[src/rtl/tssf_pkg.sv]
// Shared types, constants and register codes for the tensor slice stream filter.
package tssf_pkg;

    localparam int MAX_DIMS   = 4;
    localparam int DIM_BITS   = 16;
    localparam int DATA_BITS  = 32;
    localparam int TDATA_BITS = ((DATA_BITS + 7) / 8) * 8;
    localparam int CFG_BITS   = 64;
    localparam int PACK_BITS  = MAX_DIMS * DIM_BITS;
    localparam int BOUND_BITS = DIM_BITS + 2;

    typedef logic [DIM_BITS-1:0]            coord_t;
    typedef coord_t [MAX_DIMS-1:0]          coord_vec_t;
    typedef logic signed [BOUND_BITS-1:0]   bound_t;

    typedef struct packed {
        bound_t lo;
        bound_t hi;
    } dim_range_t;

    typedef dim_range_t [MAX_DIMS-1:0]      range_vec_t;

    typedef struct packed {
        logic keep;
        logic last;
    } slice_flags_t;

    typedef enum logic [1:0] {
        CFG_DIM_SIZES    = 2'd0,
        CFG_SLICE_STARTS = 2'd1,
        CFG_SLICE_ENDS   = 2'd2,
        CFG_SLICED_MASK  = 2'd3
    } cfg_idx_t;

endpackage

[src/rtl/tssf_range_calc.sv]
// Effective start/end bounds of one dimension from its size and slice fields.
module tssf_range_calc
    import tssf_pkg::*;
(
    input  coord_t             size,
    input  logic [DIM_BITS-1:0] start_raw,
    input  logic [DIM_BITS-1:0] end_raw,
    input  logic               sliced,
    output dim_range_t         bounds
);

    bound_t size_x;
    bound_t start_x;
    bound_t end_x;
    bound_t start_adj;
    bound_t end_adj;
    bound_t start_clamp;
    bound_t end_clamp;

    always_comb
    begin
        size_x  = $signed({2'b00, size});
        start_x = $signed({{2{start_raw[DIM_BITS-1]}}, start_raw});
        end_x   = $signed({{2{end_raw[DIM_BITS-1]}}, end_raw});

        // Negative positions count back from the size
        start_adj = start_x[BOUND_BITS-1] ? (start_x + size_x) : start_x;
        end_adj   = end_x[BOUND_BITS-1]   ? (end_x + size_x)   : end_x;

        start_clamp = start_adj[BOUND_BITS-1] ? '0 : start_adj;
        end_clamp   = end_adj[BOUND_BITS-1]   ? '0 : end_adj;
        if (end_clamp > size_x)
        begin
            end_clamp = size_x;
        end

        if (sliced)
        begin
            bounds.lo = start_clamp;
            bounds.hi = end_clamp;
        end
        else
        begin
            bounds.lo = '0;
            bounds.hi = size_x;
        end
    end

endmodule

[src/rtl/tssf_coord_counter.sv]
// Row-major coordinate counters, innermost dimension first with carry outward.
module tssf_coord_counter
    import tssf_pkg::*;
(
    input  logic       clk,
    input  logic       rst_n,
    input  logic       advance,
    input  coord_vec_t sizes,
    output coord_vec_t coords
);

    coord_vec_t            coord_reg;
    coord_vec_t            coord_next;
    logic [MAX_DIMS-1:0]   wrap;
    logic [MAX_DIMS:0]     carry;
    logic [DIM_BITS:0]     inc;

    always_comb
    begin
        inc        = '0;
        coord_next = coord_reg;
        carry[MAX_DIMS] = advance;
        for (int k = MAX_DIMS - 1; k >= 0; k--)
        begin
            inc     = {1'b0, coord_reg[k]} + {{DIM_BITS{1'b0}}, 1'b1};
            wrap[k] = (inc >= {1'b0, sizes[k]});
            if (carry[k+1])
            begin
                coord_next[k] = wrap[k] ? '0 : inc[DIM_BITS-1:0];
            end
            carry[k] = carry[k+1] & wrap[k];
        end
    end

    always_ff @(posedge clk or negedge rst_n)
    begin
        if (!rst_n)
        begin
            coord_reg <= '0;
        end
        else
        begin
            coord_reg <= coord_next;
        end
    end

    assign coords = coord_reg;

endmodule

[src/rtl/tssf_slice_check.sv]
// Window test of one coordinate set: inside every range, and at every range end.
module tssf_slice_check
    import tssf_pkg::*;
(
    input  coord_vec_t   coords,
    input  range_vec_t   ranges,
    output slice_flags_t flags
);

    bound_t c_x;

    always_comb
    begin
        c_x        = '0;
        flags.keep = 1'b1;
        flags.last = 1'b1;
        for (int d = 0; d < MAX_DIMS; d++)
        begin
            c_x = $signed({2'b00, coords[d]});
            if (!((c_x >= ranges[d].lo) && (c_x < ranges[d].hi)))
            begin
                flags.keep = 1'b0;
            end
            if (c_x != (ranges[d].hi - bound_t'(1)))
            begin
                flags.last = 1'b0;
            end
        end
    end

endmodule

[src/rtl/tensor_slice_stream_filter_unit.sv]
// Top level of the tensor slice stream filter: config registers, two-stage beat pipeline.
//
//  Channel   Direction  Signals                              Carries
//  --------  ---------  -----------------------------------  ------------------------------
//  s_axis    in         s_tvalid s_tready s_tdata[31:0]      in_value (bits 31:0)
//  m_axis    out        m_tvalid m_tready m_tdata[31:0]      out_value (bits 31:0)
//                       m_tlast                              out_last
//  cfg       in         cfg_we cfg_index[1:0] cfg_data[63:0] dim_sizes, slice_starts,
//                                                            slice_ends, sliced_mask
//
//  One beat a cycle is taken while s_tready is high. A kept element passes through the
//  input register, where its coordinate snapshot is tested against the slice window,
//  and then through the output register before it appears on m_axis.
//  Reset clears the coordinate counters, the config registers and both valid flags.
//  A stall on m_axis holds the output register; the input register keeps loading
//  while it holds a dropped beat or the output register is free, so s_tready drops
//  only when both stages are full.
module tensor_slice_stream_filter_unit
    import tssf_pkg::*;
(
    input  logic                  clk,
    input  logic                  rst_n,
    // slave stream
    input  logic                  s_tvalid,
    output logic                  s_tready,
    input  logic [TDATA_BITS-1:0] s_tdata,   // [31:0] in_value
    // master stream
    output logic                  m_tvalid,
    input  logic                  m_tready,
    output logic [TDATA_BITS-1:0] m_tdata,   // [31:0] out_value
    output logic                  m_tlast,
    // configuration
    input  logic                  cfg_we,
    input  logic [1:0]            cfg_index,
    input  logic [CFG_BITS-1:0]   cfg_data
);

    // Config registers (only the packed fields are kept)
    logic [PACK_BITS-1:0] dim_sizes_reg;
    logic [PACK_BITS-1:0] slice_starts_reg;
    logic [PACK_BITS-1:0] slice_ends_reg;
    logic [MAX_DIMS-1:0]  sliced_mask_reg;

    coord_vec_t   sizes;
    range_vec_t   ranges;
    coord_vec_t   coords;

    // Input stage
    logic                 s1_valid_reg;
    logic [DATA_BITS-1:0] s1_value_reg;
    coord_vec_t           s1_coord_reg;
    slice_flags_t         s1_flags;
    logic                 s1_fire;
    logic                 in_fire;

    // Output stage
    logic                  out_valid_reg;
    logic                  out_valid_next;
    logic [TDATA_BITS-1:0] out_value_reg;
    logic                  out_last_reg;
    logic                  out_free;

    always_ff @(posedge clk or negedge rst_n)
    begin
        if (!rst_n)
        begin
            dim_sizes_reg    <= '0;
            slice_starts_reg <= '0;
            slice_ends_reg   <= '0;
            sliced_mask_reg  <= '0;
        end
        else if (cfg_we)
        begin
            unique case (cfg_idx_t'(cfg_index))
                CFG_DIM_SIZES:    dim_sizes_reg    <= cfg_data[PACK_BITS-1:0];
                CFG_SLICE_STARTS: slice_starts_reg <= cfg_data[PACK_BITS-1:0];
                CFG_SLICE_ENDS:   slice_ends_reg   <= cfg_data[PACK_BITS-1:0];
                CFG_SLICED_MASK:  sliced_mask_reg  <= cfg_data[MAX_DIMS-1:0];
                default:          ;
            endcase
        end
    end

    // Dimension 0 sits in the top field of each packed register
    for (genvar d = 0; d < MAX_DIMS; d++)
    begin : g_dim
        localparam int LSB = (MAX_DIMS - 1 - d) * DIM_BITS;

        assign sizes[d] = dim_sizes_reg[LSB +: DIM_BITS];

        tssf_range_calc u_range
        (
            .size      (sizes[d]),
            .start_raw (slice_starts_reg[LSB +: DIM_BITS]),
            .end_raw   (slice_ends_reg[LSB +: DIM_BITS]),
            .sliced    (sliced_mask_reg[d]),
            .bounds    (ranges[d])
        );
    end

    // Handshake: drop beats need no output slot
    assign out_free = !out_valid_reg || m_tready;
    assign s1_fire  = s1_valid_reg && (!s1_flags.keep || out_free);
    assign s_tready = !s1_valid_reg || s1_fire;
    assign in_fire  = s_tvalid && s_tready;

    // Advance the coordinates on every accepted beat
    tssf_coord_counter u_counter
    (
        .clk     (clk),
        .rst_n   (rst_n),
        .advance (in_fire),
        .sizes   (sizes),
        .coords  (coords)
    );

    always_ff @(posedge clk or negedge rst_n)
    begin
        if (!rst_n)
        begin
            s1_valid_reg <= 1'b0;
        end
        else if (s_tready)
        begin
            s1_valid_reg <= s_tvalid;
        end
    end

    // Capture the element with the coordinates it was taken at
    always_ff @(posedge clk)
    begin
        if (in_fire)
        begin
            s1_value_reg <= s_tdata[DATA_BITS-1:0];
            s1_coord_reg <= coords;
        end
    end

    tssf_slice_check u_check
    (
        .coords (s1_coord_reg),
        .ranges (ranges),
        .flags  (s1_flags)
    );

    always_comb
    begin
        out_valid_next = out_valid_reg;
        if (out_free)
        begin
            out_valid_next = s1_valid_reg && s1_flags.keep;
        end
    end

    always_ff @(posedge clk or negedge rst_n)
    begin
        if (!rst_n)
        begin
            out_valid_reg <= 1'b0;
        end
        else
        begin
            out_valid_reg <= out_valid_next;
        end
    end

    // Load the output register only with kept beats; hold it while stalled
    always_ff @(posedge clk)
    begin
        if (out_free && s1_valid_reg && s1_flags.keep)
        begin
            out_value_reg <= TDATA_BITS'(s1_value_reg);
            out_last_reg  <= s1_flags.last;
        end
    end

    assign m_tvalid = out_valid_reg;
    assign m_tdata  = out_value_reg;
    assign m_tlast  = out_last_reg;

    // A kept beat that leaves the input stage must show up on the output
    a_kept_reaches_out: assert property (@(posedge clk) disable iff (!rst_n)
        s1_valid_reg && s1_flags.keep && out_free |=> m_tvalid)
        else $error("kept beat lost between stages");

    // Both stages full and stalled: no new beat may be taken
    a_full_blocks_input: assert property (@(posedge clk) disable iff (!rst_n)
        m_tvalid && !m_tready && s1_valid_reg && s1_flags.keep |-> !s_tready)
        else $error("input accepted while pipeline full");

    // An accepted beat always lands in the input stage
    a_accept_loads_s1: assert property (@(posedge clk) disable iff (!rst_n)
        s_tvalid && s_tready |=> s1_valid_reg)
        else $error("accepted beat not held in input stage");

endmodule
[config.mk]
export PLATFORM = sky130hd
export DESIGN_NAME = tensor_slice_stream_filter_unit
export DESIGN_NICKNAME = d
export VERILOG_FILES = /design/src/rtl/tssf_pkg.sv /design/src/rtl/tssf_range_calc.sv /design/src/rtl/tssf_coord_counter.sv /design/src/rtl/tssf_slice_check.sv /design/src/rtl/tensor_slice_stream_filter_unit.sv
export SDC_FILE = /design/constraint.sdc
export NUM_CORES = 1
export LEC_CHECK = 0
export BUFFER_PORTS_ARGS = -buffer_cell sky130_fd_sc_hd__buf_2
export CAP_MARGIN = 20
export CORE_MARGIN = 1
export CORE_UTILIZATION = 25
export DETAILED_ROUTE_END_ITERATION = 12
export GPL_ROUTABILITY_DRIVEN = 0
export SLEW_MARGIN = 10
export SYNTH_ARGS = -nofsm -noshare
export SYNTH_HDL_FRONTEND = slang
export SYNTH_SLANG_ARGS = --single-unit
[constraint.sdc]
create_clock -name clk -period 23.6 [get_ports clk]
set_input_delay 4.72 -clock clk [delete_from_list [all_inputs] [get_ports clk]]
set_output_delay 4.72 -clock clk [all_outputs]
set_load 0.05 [all_outputs]
==> results.md, run 1 <==
* Post-route ant nets at 0
* Logic pwr share at 53.7%
* CP peak stage delay at 770 ps
* Setup Viol. Count Final at 0
* Cts bufs inserted at 45
* Top Layer Used: met5
* Synthesized net count at 3974
* Via count at 27419
* Total gr overflow at 0
* IO Count at 138
* Top post-synthesis cells by area: dfrtp_1, ha_1, edfxtp_1
* Max-cap viol count at 0
* PostCTS Resize Cnt at 0
* Wire length per cell at 18.9 µm
* Clock Sinks at 391
* Drc violations at 0
* Gr usage total at 15.1%
* Static Leak at 15.6 nW
* P per Cell Area at 102 nW/µm²
* CTS Root Cell: clkbuf_16
* Worst EP arrival at 8860 ps
* Worst r2r path cells at 28
* Die area at 131000 µm²
* CP max stage cell: nor2_2
* Setup Fix Bufs, Post-CTS at 0
* Worst Hold Class: register to register
* Slew of the pin with the lowest slew margin at 1100 ps
* NetSw at 1.64 mW
* Final Skew at 24.1 ps
* Inst Count DP at 5263
* CP endpoint kind: output port
* Distinct cells, synth at 97
* Core ar. at 128000 µm²
* WL final at 101000 µm
* Min cycle time layout at 13580 ps
* HPWL after detailed placement at 79200 µm
* DRT Pass-1 Iters at 6
* Synth-to-Final Area Change at 13.4%
* Synth Flop Type: dfrtp_1
* Row count at 131
* Dpl ws at 10710 ps
* Worst path most repeated cell: o21a_1
* Initial antenna violation count at 8
* Sequential Power Share at 25.2%
* Syn Inst Count at 3476
* Maximum clock frequency at 73.7 MHz
* Status: complete, no violations
* Clock latency on the worst-skew pair at 620 ps
* Vias per std cell at 5.12
* Fin nets at 4080
* Yosys warns at 0
* Final Hold Viols at 0
* Final WS setup at 10020 ps
* Met2 WL at 47500 µm
* TritonCTS clock tree: built
* Top-count cell post-synth: ha_1
* Syn_area_per_cell at 9.35 µm²
* CP startpoint kind: register
* Area leader, netlist: dfrtp_1
* Die height at 363 µm
* Post-synth top area share at 20.2%
* #FFs+latches synth at 391
* Seq/Total Area, Yosys at 32.1%
* Met3 routed WL at 4680 µm
* Worst Setup Path Type: register to output port
* First-pass GRT wire length at 157000 µm
* Layout cells sized above 1 at 13.5%
* Clock share of power at 21.1%
* Ys async rst share at 67.0%
* Synthesized cell area at 32500 µm²
* Clk pin slew, worst setup/hold paths at 60 ps
* RSZ-0062 raised after global routing: no
* DRT iter0 DRCs at 1966
* Critical Path RT at 18880 ps
* Worst hold path depth at 0
* Synth cell count leaders: ha_1, nand2_1, dfrtp_1
* Final TNS setup at 0 ps
* VDD IR max at 0.0596 mV
* Largest net degree at the start of global routing at 80
* Post-synth EDFFs at 129
* Max clock buf depth at 3
* Initial standard-cell utilization of the core at 25.4%
* Critical Path Fanout Max at 24
* Met1 WL at 46000 µm
* Int Power at 2.12 mW
* Hold_buf cts at 0
* Switching Share at 43.6%
* Final Non-Filler Cells at 5351
* Number of port buffers at 137
* Chip Width at 363 µm
* Vias in the first global route at 26573
* Slew Viols, Final at 0
* H-tree depth at 2
* Worst slew margin at 26.5%
* Post-route clock period utilization at 57.5%
## through the flow
stage	hold slack, ps	util (%)	area (µm²)	total power, mW
global placement	400	27.4	35200	2.91
finish	405	28.7	36900	3.77
CTS	402	28.7	36800	3.77
detailed placement	405	27.4	35200	2.95
global route	416	28.7	36800	4.05
floorplan	400	-	32500	2.39
## power by group through the flow
stage,combinational (mW),sequential [mW],clock (mW)
final,2.02,0.950,0.795
after floorplan,1.48,0.909,0
after global placement,1.96,0.957,0
after CTS,2.01,0.949,0.817
after detailed placement,1.99,0.961,0
after global routing,2.24,0.965,0.841
## cell type report
cell class	count	area (µm²)
Antenna cell	3	7.51
Fill cell	13607	91300
Multi-Input combinational cell	2810	21000
Tap cell	1729	2160
Inverter	165	619
Timing Repair Buffer	169	948
Sequential cell	391	10400
Clock buffer	64	1340
Clock inverter	20	323
## worst paths after layout
kind                             startpoint              endpoint  slack, ps
max                        dim_sizes_reg[0]              s_tready      10020
min                        s1_value_reg[27]           m_tdata[27]        400
max reg2reg                dim_sizes_reg[0]  u_counter.coords[35]      14220
min reg2reg                s1_value_reg[27]           m_tdata[27]        400
max in group asynchronous             rst_n     dim_sizes_reg[15]      17410
min in group asynchronous             rst_n    slice_ends_reg[53]       4070
## worst max-delay path, delay by kind of cell (launching register included)
kind            cells  cell delay [ps]
flops               1              470
compound gates     13             2620
buf+inv             2              450
simple gates       11             3410
fa+ha+maj           4             1280
## metal layers
layer	global-route usage (%)	vias to the layer above
li1	-	13186
met1	20.2	13440
met2	25.1	646
met5	0	-
met3	1.88	143
met4	4.45	4
## cell usage in the layout (no fill, tap or decap), types with 15 or more instances in the layout
cell,n
nor2b_1,61
a31oi_1,31
o2111ai_1,15
dfrtp_1,262
a21oi_1,196
a22oi_1,24
o21bai_1,19
and3_1,51
a211o_1,17
nor2_1,191
a21o_1,69
nand2b_1,68
xor2_1,71
mux2i_1,47
a211oi_1,39
o21ai_0,255
edfxtp_1,129
buf_2,136
nor3_1,64
inv_1,162
or3_1,22
clkbuf_16,48
xnor2_1,147
buf_4,31
nand3_1,98
and2_1,15
mux2_2,192
o31ai_1,43
o211ai_1,32
nand4_1,56
nor4_1,24
ha_1,387
o21a_1,55
nand2_1,276
## kinds of logic after synthesis
| family | count (synthesis) | share of synthesized area [%] |
|---|---|---|
| fa+ha+maj | 397 | 15.5 |
| flops | 391 | 32.1 |
| compound gates | 952 | 19.4 |
| mux | 239 | 8.10 |
| xor+xnor | 222 | 6.15 |
| buf+inv | 275 | 3.34 |
| simple gates | 1000 | 15.4 |
Note: power is estimated with default switching activity, not from simulation.
==> run 2: changes to the inputs <==
==> constraint.sdc (replaced) <==
create_clock -name clk -period 12.37 [get_ports clk]
set_input_delay 2.474 -clock clk [delete_from_list [all_inputs] [get_ports clk]]
set_output_delay 2.474 -clock clk [all_outputs]
set_load 0.05 [all_outputs]
==> run 2 against run 1 <==
  * Worst hold slack better by 11 ps
  * First-iteration DRC count up 27%
  * Sequential share of layout area about the same
  * Non-clock buffer count shrank 2
  * Global-route usage about the same
  * Via count hardly changed
  * Sequential power rose by 92%
  * Total power rose by 92%
  * Final cell count barely moved
  * Die area unchanged
==> results.md, run 2 (synthesized netlist as in run 1, its figures left out) <==
* Status: complete, no violations (unchanged)
* Number of port buffers at 137 (unchanged)
* Gr usage total at 15.1% (about the same)
* Setup Fix Bufs, Post-CTS at 0 (unchanged)
* Clk pin slew, worst setup/hold paths at 60 ps (about the same)
* Final Non-Filler Cells at 5353 (was 5351)
* Cts bufs inserted at 46 (was 45)
* H-tree depth at 2 (unchanged)
* IO Count at 138 (unchanged)
* Static Leak at 15.6 nW (about the same)
* Chip Width at 363 µm (unchanged)
* Die area at 131000 µm² (unchanged)
* Slew of the pin with the lowest slew margin at 1130 ps (was 1100 ps)
* Slew Viols, Final at 0 (unchanged)
* Die height at 363 µm (unchanged)
* DRT Pass-1 Iters at 6 (unchanged)
* Setup Viol. Count Final at 0 (unchanged)
* Final Skew at 38.4 ps (was 24.1 ps)
* Critical Path Fanout Max at 24 (unchanged)
* Vias per std cell at 5.12 (about the same)
* Worst path most repeated cell: ha_1 (was o21a_1)
* Inst Count DP at 5260 (was 5263)
* CP startpoint: dim_sizes_reg[48] (was dim_sizes_reg[0])
* VDD IR max at 0.119 mV (was 0.0596 mV)
* Via count at 27423 (was 27419)
* Grt met3 use at 1.93% (was 1.88%)
* Post-route clock period utilization at 90.9%
* Worst EP arrival at 8780 ps (was 8860 ps)
* Worst Setup Path Type: register to output port (unchanged)
* Max clock buf depth at 3 (unchanged)
* Commonest non-fill, non-tap cell in the layout: ha_1 (unchanged)
* Met1 usage at 20.4% (was 20.2%)
* Vias in the first global route at 26532 (was 26573)
* Crit Reg-Reg Startpoint: dim_sizes_reg[48] (was dim_sizes_reg[0])
* CP peak stage delay at 750 ps (was 770 ps)
* Maximum clock frequency at 88.9 MHz
* Drc violations at 0 (unchanged)
* CP max stage cell: a2111oi_0 (was nor2_2)
* Hold_buf cts at 0 (unchanged)
* CP endpoint kind: output port (unchanged)
* WL final at 102000 µm (was 101000 µm)
* Initial antenna violation count at 8 (unchanged)
* Min cycle time layout at 11250 ps
* Final Hold Viols at 0 (unchanged)
* RSZ-0062 raised after global routing: no (unchanged)
* Wire length per cell at 19.0 µm (was 18.9 µm)
* Max-cap viol count at 0 (unchanged)
* First-pass GRT wire length at 158000 µm (was 157000 µm)
* Hold_sp: s1_value_reg[26] (was s1_value_reg[27])
* DRT iter0 DRCs at 2494 (was 1966)
* Synth-to-Final Area Change at 13.3% (was 13.4%)
* Most frequent cells in the layout: ha_1, nand2_1, dfrtp_1 (unchanged)
* Clock Sinks at 391 (unchanged)
* HPWL after detailed placement at 78600 µm (was 79200 µm)
* Critical Path RT at 9900 ps (was 18880 ps)
* Total gr overflow at 0 (unchanged)
* Final core occ at 28.7% (about the same)
* Initial standard-cell utilization of the core at 25.4% (unchanged)
* P per Cell Area at 196 nW/µm² (was 102 nW/µm²)
* Total power at 7.22 mW (was 3.77 mW)
* Worst slew margin at 24.9% (was 26.5%)
* Largest net degree at the start of global routing at 157 (was 80)
* Fin nets at 4079 (was 4080)
* Clock latency on the worst-skew pair at 630 ps (was 620 ps)
* TritonCTS clock tree: built (unchanged)
* Final TNS setup at 0 ps (unchanged)
* CTS Root Cell: clkbuf_16 (unchanged)
* Layout cells sized above 1 at 13.4% (was 13.5%)
* Post-route ant nets at 0 (unchanged)
* PostCTS Resize Cnt at 0 (unchanged)
* Gr busiest metal: met2 (unchanged)
* CP startpoint kind: register (unchanged)
* Worst Hold Class: register to register (unchanged)
* M2 GR Usage at 25.2% (was 25.1%)
* Row count at 131 (unchanged)
* Core ar. at 128000 µm² (unchanged)
## run 2: changes by cell type in the layout (fill, tap and decap cells not counted), moves of 2 or more
cell,before,now
clkbuf_8,8,4
clkinv_2,4,6
clkinv_1,4,6
inv_6,2,4
buf_4,31,28
diode_2,3,5
## run 2: final cells by class
type / instances / area, µm²
inverters: 165 / 619
multi-input cells: 2810 / 21000
well taps: 1729 / 2160
diodes: 5 / 12.5
clock inverters: 26 / 343
clock buffers: 60 / 1310
fillers: 13526 / 91300
repair buffers: 167 / 938
flip-flops and latches: 391 / 10400
## run 2: worst max-delay path, delay by kind of cell, from the launching register on
family          cells  cell delay (ps)
simple gates        9             1620
compound gates     12             4120
buf+inv             3              560
fa+ha+maj           4             1370
flops               1              500
## run 2: worst paths after layout
path	end	cells after the start	slack [ps]
setup reg to reg	u_counter.coords[16]	28	3450
min in group asynchronous	slice_starts_reg[53]	1	1920
max in group asynchronous	slice_ends_reg[5]	2	9020
setup / recovery	s_tready	28	1120
hold / removal	m_tdata[26]	0	420
hold reg to reg	m_tdata[26]	0	420
## run 2: stage by stage
step	instance area [µm²]	hold WS, ps	setup slack, ps
floorplan	32500	400	2770
global placement	35100	400	1970
detailed placement	35100	405	1850
CTS	36800	418	1170
global route	36800	422	591
finish	36800	415	1120
## run 2: per-layer routing
| metal | part of all wire, % | vias to the layer above | routed length, µm |
|---|---|---|---|
| li1 | - | 13209 | - |
| met1 | 45 | 13307 | 46000 |
| met2 | 47 | 773 | 47700 |
| met3 | 5.3 | 130 | 5410 |
| met4 | 2.4 | 4 | 2400 |
| met5 | 0.026 | - | 26 |
## run 2: where the power goes
part	leakage [nW]	internal (mW)	switching, mW
combinational	10.3	1.58	2.30
clock	0.802	0.897	0.618
sequential	4.48	1.55	0.272
